### config.mk
export PLATFORM = sky130hd
export DESIGN_NAME = est_datapath
export DESIGN_NICKNAME = d
export VERILOG_FILES = /design/src/design/est_pkg.sv /design/src/design/est_datapath.sv
export SDC_FILE = /design/constraint.sdc
export NUM_CORES = 2
export LEC_CHECK = 0
export BUFFER_PORTS_ARGS = -buffer_cell sky130_fd_sc_hd__buf_2
export CORE_MARGIN = 2
export CORE_UTILIZATION = 31
export CTS_CLUSTER_DIAMETER = 50
export DETAILED_ROUTE_END_ITERATION = 6
export GPL_TIMING_DRIVEN = 0
export SYNTH_ARGS = -nofsm -noshare
export SYNTH_HDL_FRONTEND = slang
export SYNTH_SLANG_ARGS = --single-unit
### constraint.sdc
create_clock -name clk_i -period 18.15 [get_ports clk_i]
set_clock_uncertainty 0.2 [all_clocks]
set_input_delay 2.7225 -clock clk_i [delete_from_list [all_inputs] [get_ports clk_i]]
set_output_delay 2.7225 -clock clk_i [all_outputs]
set_load 0.05 [all_outputs]
### src/design/est_pkg.sv
// Package for the easing setpoint trajectory block: widths, codes, control
// word layout and the microcode program. No dependencies.
package est_pkg;

  localparam int unsigned FRAC_BITS = 16;
  localparam int unsigned ONE_W     = FRAC_BITS + 1;
  localparam int unsigned CNT_W     = $clog2(FRAC_BITS);
  localparam int unsigned A_W       = 33;
  localparam int unsigned MB_W      = FRAC_BITS + 5;
  localparam int unsigned PROD_W    = A_W + MB_W;
  localparam int unsigned ACC_W     = 33 + ONE_W;
  localparam int unsigned UPC_W     = 4;

  localparam logic [ONE_W-1:0] ONE_V = {1'b1, {FRAC_BITS{1'b0}}};

  typedef enum logic [1:0] {
    OP_START  = 2'd0,
    OP_STOP   = 2'd1,
    OP_SAMPLE = 2'd2
  } opcode_e;

  typedef enum logic [1:0] {
    CURVE_FLAT   = 2'd0,
    CURVE_LINEAR = 2'd1,
    CURVE_JERK   = 2'd2
  } curve_e;

  typedef enum logic [1:0] {
    CFG_CURVE_MODE    = 2'd0,
    CFG_MOVE_DURATION = 2'd1,
    CFG_START_VALUE   = 2'd2,
    CFG_TARGET_VALUE  = 2'd3
  } cfg_idx_e;

  typedef enum logic [3:0] {
    WR_NONE,
    WR_DIV_INIT,
    WR_DIV_STEP,
    WR_V_SEL,
    WR_T2,
    WR_T3,
    WR_V,
    WR_ACC_LD,
    WR_ACC_ADD,
    WR_OUT
  } wr_e;

  typedef enum logic [2:0] {
    MUL_NONE,
    MUL_TT,
    MUL_T2T,
    MUL_T3P,
    MUL_SV,
    MUL_GV
  } mul_e;

  typedef enum logic [2:0] {
    JMP_NEXT,
    JMP_GE,
    JMP_CNT,
    JMP_NOT_JERK,
    JMP_END
  } jmp_e;

  typedef struct packed {
    wr_e              wr;
    mul_e             mul;
    jmp_e             jmp;
    logic [UPC_W-1:0] target;
  } ucode_t;

  typedef struct packed {
    logic   load;
    logic   zero;
    ucode_t uc;
  } dp_ctrl_t;

  typedef struct packed {
    logic ge;
    logic cnt_zero;
    logic jerk;
  } dp_stat_t;

  localparam logic [UPC_W-1:0] STEP_DIV_INIT = 4'd0;
  localparam logic [UPC_W-1:0] STEP_DIV_LOOP = 4'd1;
  localparam logic [UPC_W-1:0] STEP_CURVE    = 4'd2;
  localparam logic [UPC_W-1:0] STEP_BLEND    = 4'd8;
  localparam logic [UPC_W-1:0] STEP_FINISH   = 4'd11;

  localparam ucode_t UC_IDLE = '{wr: WR_NONE, mul: MUL_NONE, jmp: JMP_NEXT, target: '0};

  function automatic ucode_t ucode_rom(input logic [UPC_W-1:0] step);
    ucode_t w;
    w = UC_IDLE;
    case (step)
      4'd0:  w = '{wr: WR_DIV_INIT, mul: MUL_NONE, jmp: JMP_GE,       target: STEP_CURVE};
      4'd1:  w = '{wr: WR_DIV_STEP, mul: MUL_NONE, jmp: JMP_CNT,      target: STEP_DIV_LOOP};
      4'd2:  w = '{wr: WR_V_SEL,    mul: MUL_TT,   jmp: JMP_NOT_JERK, target: STEP_BLEND};
      4'd3:  w = '{wr: WR_T2,       mul: MUL_NONE, jmp: JMP_NEXT,     target: '0};
      4'd4:  w = '{wr: WR_NONE,     mul: MUL_T2T,  jmp: JMP_NEXT,     target: '0};
      4'd5:  w = '{wr: WR_T3,       mul: MUL_NONE, jmp: JMP_NEXT,     target: '0};
      4'd6:  w = '{wr: WR_NONE,     mul: MUL_T3P,  jmp: JMP_NEXT,     target: '0};
      4'd7:  w = '{wr: WR_V,        mul: MUL_NONE, jmp: JMP_NEXT,     target: '0};
      4'd8:  w = '{wr: WR_NONE,     mul: MUL_SV,   jmp: JMP_NEXT,     target: '0};
      4'd9:  w = '{wr: WR_ACC_LD,   mul: MUL_GV,   jmp: JMP_NEXT,     target: '0};
      4'd10: w = '{wr: WR_ACC_ADD,  mul: MUL_NONE, jmp: JMP_NEXT,     target: '0};
      4'd11: w = '{wr: WR_OUT,      mul: MUL_NONE, jmp: JMP_END,      target: '0};
      default: w = UC_IDLE;
    endcase
    return w;
  endfunction

endpackage

### src/design/est_datapath.sv
// Datapath of the easing setpoint block: serial divider, shared multiplier,
// curve and blend registers. Driven one control word per cycle; uses est_pkg.
module est_datapath
  import est_pkg::*;
(
  input  logic               clk_i,
  input  logic               rst_ni,
  input  dp_ctrl_t           ctrl_i,
  input  logic [31:0]        elapsed_i,
  input  logic [1:0]         curve_mode_i,
  input  logic [30:0]        move_duration_i,
  input  logic signed [31:0] start_value_i,
  input  logic signed [31:0] target_value_i,
  output dp_stat_t           stat_o,
  output logic signed [31:0] result_o
);

  logic [31:0]              rem_q, rem_d;
  logic [CNT_W-1:0]         cnt_q, cnt_d;
  logic [ONE_W-1:0]         t_q, t_d;
  logic [ONE_W-1:0]         t2_q, t2_d;
  logic [ONE_W-1:0]         t3_q, t3_d;
  logic [ONE_W-1:0]         v_q, v_d;
  logic                     zero_q, zero_d;
  logic signed [ACC_W-1:0]  acc_q, acc_d;
  logic signed [PROD_W-1:0] prod_q, prod_d;

  logic [31:0]              dur_x;
  logic [31:0]              rem_dbl;
  logic                     step_ge;
  logic [MB_W-1:0]          t2_x, t_x, p_val;
  logic [ONE_W-1:0]         one_minus_v;
  logic signed [A_W-1:0]    mul_a;
  logic signed [MB_W-1:0]   mul_b;
  logic signed [ACC_W-1:0]  prod_low;
  logic signed [ACC_W-1:0]  biased;

  assign dur_x   = {1'b0, move_duration_i};
  assign rem_dbl = {rem_q[30:0], 1'b0};
  assign step_ge = rem_dbl >= dur_x;

  assign t2_x  = MB_W'(t2_q);
  assign t_x   = MB_W'(t_q);
  assign p_val = (MB_W'(10) << FRAC_BITS) + (t2_x << 2) + (t2_x << 1) - (t_x << 4) + t_x;
  assign one_minus_v = ONE_V - v_q;

  assign stat_o.ge       = rem_q >= dur_x;
  assign stat_o.cnt_zero = cnt_q == '0;
  assign stat_o.jerk     = curve_mode_i == CURVE_JERK;

  always_comb begin
    mul_a = '0;
    mul_b = '0;
    case (ctrl_i.uc.mul)
      MUL_TT: begin
        mul_a = $signed(A_W'(t_q));
        mul_b = $signed(MB_W'(t_q));
      end
      MUL_T2T: begin
        mul_a = $signed(A_W'(t2_q));
        mul_b = $signed(MB_W'(t_q));
      end
      MUL_T3P: begin
        mul_a = $signed(A_W'(t3_q));
        mul_b = $signed(p_val);
      end
      MUL_SV: begin
        mul_a = A_W'(start_value_i);
        mul_b = $signed(MB_W'(one_minus_v));
      end
      MUL_GV: begin
        mul_a = A_W'(target_value_i);
        mul_b = $signed(MB_W'(v_q));
      end
      default: begin
        mul_a = '0;
        mul_b = '0;
      end
    endcase
  end

  assign prod_d   = (ctrl_i.uc.mul == MUL_NONE) ? prod_q : PROD_W'(mul_a) * PROD_W'(mul_b);
  assign prod_low = prod_q[ACC_W-1:0];

  always_comb begin
    rem_d  = rem_q;
    cnt_d  = cnt_q;
    t_d    = t_q;
    t2_d   = t2_q;
    t3_d   = t3_q;
    v_d    = v_q;
    acc_d  = acc_q;
    zero_d = zero_q;
    if (ctrl_i.load) begin
      rem_d  = elapsed_i;
      zero_d = ctrl_i.zero;
    end
    case (ctrl_i.uc.wr)
      WR_DIV_INIT: begin
        cnt_d = CNT_W'(FRAC_BITS - 1);
        t_d   = stat_o.ge ? ONE_V : '0;
      end
      WR_DIV_STEP: begin
        rem_d = step_ge ? rem_dbl - dur_x : rem_dbl;
        t_d   = {t_q[FRAC_BITS-1:0], step_ge};
        cnt_d = cnt_q - 1'b1;
      end
      WR_V_SEL: begin
        case (curve_mode_i)
          CURVE_FLAT:   v_d = ONE_V;
          CURVE_LINEAR: v_d = t_q;
          default:      v_d = '0;
        endcase
      end
      WR_T2:      t2_d  = prod_q[FRAC_BITS +: ONE_W];
      WR_T3:      t3_d  = prod_q[FRAC_BITS +: ONE_W];
      WR_V:       v_d   = prod_q[FRAC_BITS +: ONE_W];
      WR_ACC_LD:  acc_d = prod_low;
      WR_ACC_ADD: acc_d = acc_q + prod_low;
      default: begin
      end
    endcase
  end

  // Division by ONE rounds toward zero, so negative sums get a bias first.
  assign biased   = acc_q + (acc_q[ACC_W-1] ? ACC_W'(ONE_V - 1'b1) : ACC_W'(0));
  assign result_o = zero_q ? 32'sd0 : biased[FRAC_BITS +: 32];

  always_ff @(posedge clk_i or negedge rst_ni) begin
    if (!rst_ni) begin
      cnt_q  <= '0;
      zero_q <= 1'b0;
    end else begin
      cnt_q  <= cnt_d;
      zero_q <= zero_d;
    end
  end

  always_ff @(posedge clk_i) begin
    rem_q  <= rem_d;
    t_q    <= t_d;
    t2_q   <= t2_d;
    t3_q   <= t3_d;
    v_q    <= v_d;
    acc_q  <= acc_d;
    prod_q <= prod_d;
  end

endmodule

==> flow_summary.toml <==
[run_status]
outcome = "finished, violations left"
violations = "capacitance limit, slew limit"

[synthesis]
synth_area_per_cell_um2 = 8.954
synth_area_um2 = 39260
ys_types = 78
synth_edf_count = 200
synth_ff_type = "edfxtp_1"
synthArstFlopShare_pct = 2.439
synth_seq_cells = 205
synth_top_area_share_pct = 34.37
postSynthCellCount = 4384
synth_warnings = 0
ys_seq_area_share_pct = 15.62
synthTopCellsByArea = "fa_1 34%, edfxtp_1 15%, ha_1 9.0%"
synth_area_leader_cell = "fa_1"

[placement]
dp_hpwl_um = 109200
port_buffers = 172
gp_congestion = 0.9587

[route]
wl_per_cell_um = 20.68
first_pass_iters = 5
drt.antenna.violating_nets = 0
wl_um = 130500
drc_errors = 0
drt_iter0_drc = 2476
vias = 31640
viasPerCell = 5.013

[global_routing]
antenna_found_initial = 9
grt_pass1_wl_um = 199400
grt_max_degree = 33
grt_usage_pct = 20.11
grt_pass1_vias = 32420
grt_overflow_total = 0

[cts]
clk_latency_ns = 0.59
cts.sinks = 205
postCtsHoldBufs = 0
cts_setup_buffers = 0
cts_max_path_buffers = 3
clk_pin_slew_ns = 0.06
cts_buffers = 29
cts-resized-gates = 0
cts_root_buf = "clkbuf_16"
htreeDepth = 1
cts_tree = "yes"

[floorplanning]
die_area_um2 = 129500
fp.coreArea_um2 = 125600
std_cell_rows = 130
start_util_pct = 31.26
boundaryPins = 182
die_w_um = 359.9
die_h_um = 359.9

[finish]
layout-drive-gt1-share_pct = 6.010
multi_input_area_um2 = 29300
area.sequential_um2 = 6131
fin_nets = 5741
nFillCells = 13070
syn_to_final_growth_pct = 10.85

[timing]
post-route-period-util_pct = 77.36
maxSlewHeadroom_pct = -1.776
rsz0062_at_grt = "no"
fmax_ghz = 0.07122
fin_tns_setup_ns = 0
finalSetupViolations = 0
max_slew.worst_pin.slew_ns = 1.527
period_minus_slack_ns = 14.04
slew_violations = 9
hold_viol_final = 0

[pwr]
total_power_w = 0.005933
p_comb_share_pct = 74.6
cellLeakagePower_nw = 20.90
seqPwrFrac_pct = 15.2
max-vdd-ir-drop_mv = 0.1374
p_per_area_nw_per_um2 = 136.4
p_int_w = 0.002842
power_switching_w = 0.003092
power.share.clock_pct = 10.1
swShare_pct = 52.11

[worst_setup_path]
crit_top_cell = "fa_1"
crit_arrival_ns = 14.18
crit_path_max_fanout = 10
cp-start-kind = "input pin"
critical_path.max_stage_delay_ns = 0.99
slowest_stage = "clkbuf_1"
timing.reg2reg.setup_slack_ns = 5.28
worst_setup_path_end_kind = "flip-flop"
cp.required_ns = 18.29
worstSetupPathType = "input pin to flip-flop"

[flow_run]
cap_violations = 1

[min_path]
hp-class = "flip-flop to flip-flop"
-- worst max-delay path: cells and delay by family --
kind	cells	cell delay [ns]
buffers and inverters	11	3.49
adders and majority gates	8	3.39
and+or+nand+nor	8	2.49
AOI/OAI and AO/OA	6	1.77
xor gates and xnor gates	1	0.33
-- cell usage after synthesis (8+ instances only) --
library cell and number:
a22oi_1 21, a211oi_1 14, nor2b_1 30, ha_1 282, mux2i_1 55, inv_1 890
o22ai_1 16, a21oi_1 174, or3_1 10, a31oi_1 13, o221ai_1 10, edfxtp_1 200
mux2_2 10, o21ai_0 140, o21bai_1 21, o211ai_1 11, a211o_1 8, nor2_1 216
nor3_1 44, o21ai_1 28, xor2_1 68, nand2_1 658, o21a_1 32, or2_2 8
o31ai_1 17, and2_1 112, clkbuf_1 170, nand4_1 29, nand2b_1 20, fa_1 674
and3_1 18, nand3_1 55, xnor2_1 115, a21o_1 84
-- worst paths after layout --
path | startpoint | to | cells past startpoint
max | ctrl_i[7] | prod_q[49]$_DFFE_PP_ | 34
min | prod_q[36]$_DFFE_PP_ | acc_q[36]$_DFFE_PP_ | 2
max reg2reg | t_q[2]$_SDFFCE_PN0P_ | prod_q[49]$_DFFE_PP_ | 38
min reg2reg | prod_q[36]$_DFFE_PP_ | acc_q[36]$_DFFE_PP_ | 2
max in group asynchronous | rst_ni | cnt_q[1]$_DFFE_PN0P_ | 1
min in group asynchronous | rst_ni | cnt_q[3]$_DFFE_PN0P_ | 1
-- layout by cell type, fill, tap and decap left out, types with 8 or more instances in the layout --
cell and count:
inv_1 890, and2_1 112, o21bai_1 21, edfxtp_1 200, clkbuf_1 171, o211ai_1 11, nand3_1 55, nand4_1 29
a21o_1 84, a211o_1 8, o22ai_1 15, nor2b_1 30, o221ai_1 9, o21ai_0 139, o21a_1 32, a31oi_1 13
a21oi_1 174, a211oi_1 14, conb_1 42, clkbuf_16 29, or2_2 8, nand2_1 657, a22oi_1 21, ha_1 282
xnor2_1 115, nor2_1 216, o21ai_1 29, nand2b_1 19, buf_2 172, mux2i_1 55, and3_1 18, o31ai_1 17
mux2_2 10, nor3_1 43, xor2_1 68, fa_1 674, or3_1 9
-- through the flow --
step                      utilization [%]  hold WS (ns)  cell area, µm²  instances  setup WS (ns)
final                               34.65        0.3694           43510       6312          4.109
after global routing                34.65        0.4000           43510       6311          3.678
after CTS                           34.64        0.3652           43500       6309          4.288
after detailed placement            33.85        0.3583           42500       6257          3.713
after global placement              33.71        0.3408           42330       6246          3.644
after floorplan                         -        0.2943           39410       4424          7.337
-- power by group through the flow --
| stage | Sequential (W) | Clock, W | Combinational, W |
|---|---|---|---|
| 2_1_floorplan | 0.000822 | 0 | 0.00316 |
| 3_3_place_gp | 0.000904 | 0 | 0.00434 |
| 3_5_place_dp | 0.000904 | 0 | 0.00439 |
| 4_1_cts | 0.000896 | 0.000612 | 0.00443 |
| 5_1_grt | 0.000908 | 0.000628 | 0.00499 |
| 6_report | 0.000903 | 0.000602 | 0.00443 |
-- layout make-up --
class,count,share of cell area [%]
multi-input combinational,3151,67.33
inverter,890,7.677
tap,1650,4.745
clock inverter,22,0.6153
buffer,178,1.587
timing repair buffer,183,2.260
antenna,3,0.01725
sequential,205,14.09
clock buffer,30,1.676
-- sequential cells by signal (all words and copies together) (netlist names), 4 cells and up --
signal,count
acc_q,50
t_q,17
rem_q,32
t3_q,17
t2_q,17
v_q,17
prod_q,50
cnt_q,4
-- cells by family (layout without fill, tap and decap cells) --
family	count (synthesis)	in the layout	synth area share (%)
other	2	45	0.01913
flip-flops	205	205	15.62
adder cells (fa/ha/maj)	956	956	43.36
buffers and inverters	1068	1303	10.27
XOR/XNOR	183	183	4.083
AND/OR/NAND/NOR	1239	1239	14.04
AO/OA/AOI/OAI	666	666	10.92
multiplexers	65	65	1.689
-- per-layer routing --
layer	part of all wire (%)	wire [µm]	track usage (%)
met1	44	56960	27.82
met2	43	55910	30.87
met3	9.7	12660	4.622
met4	3.8	5002	6.780
met5	0.010	13	0
Note: power is estimated with default switching activity, not from simulation.
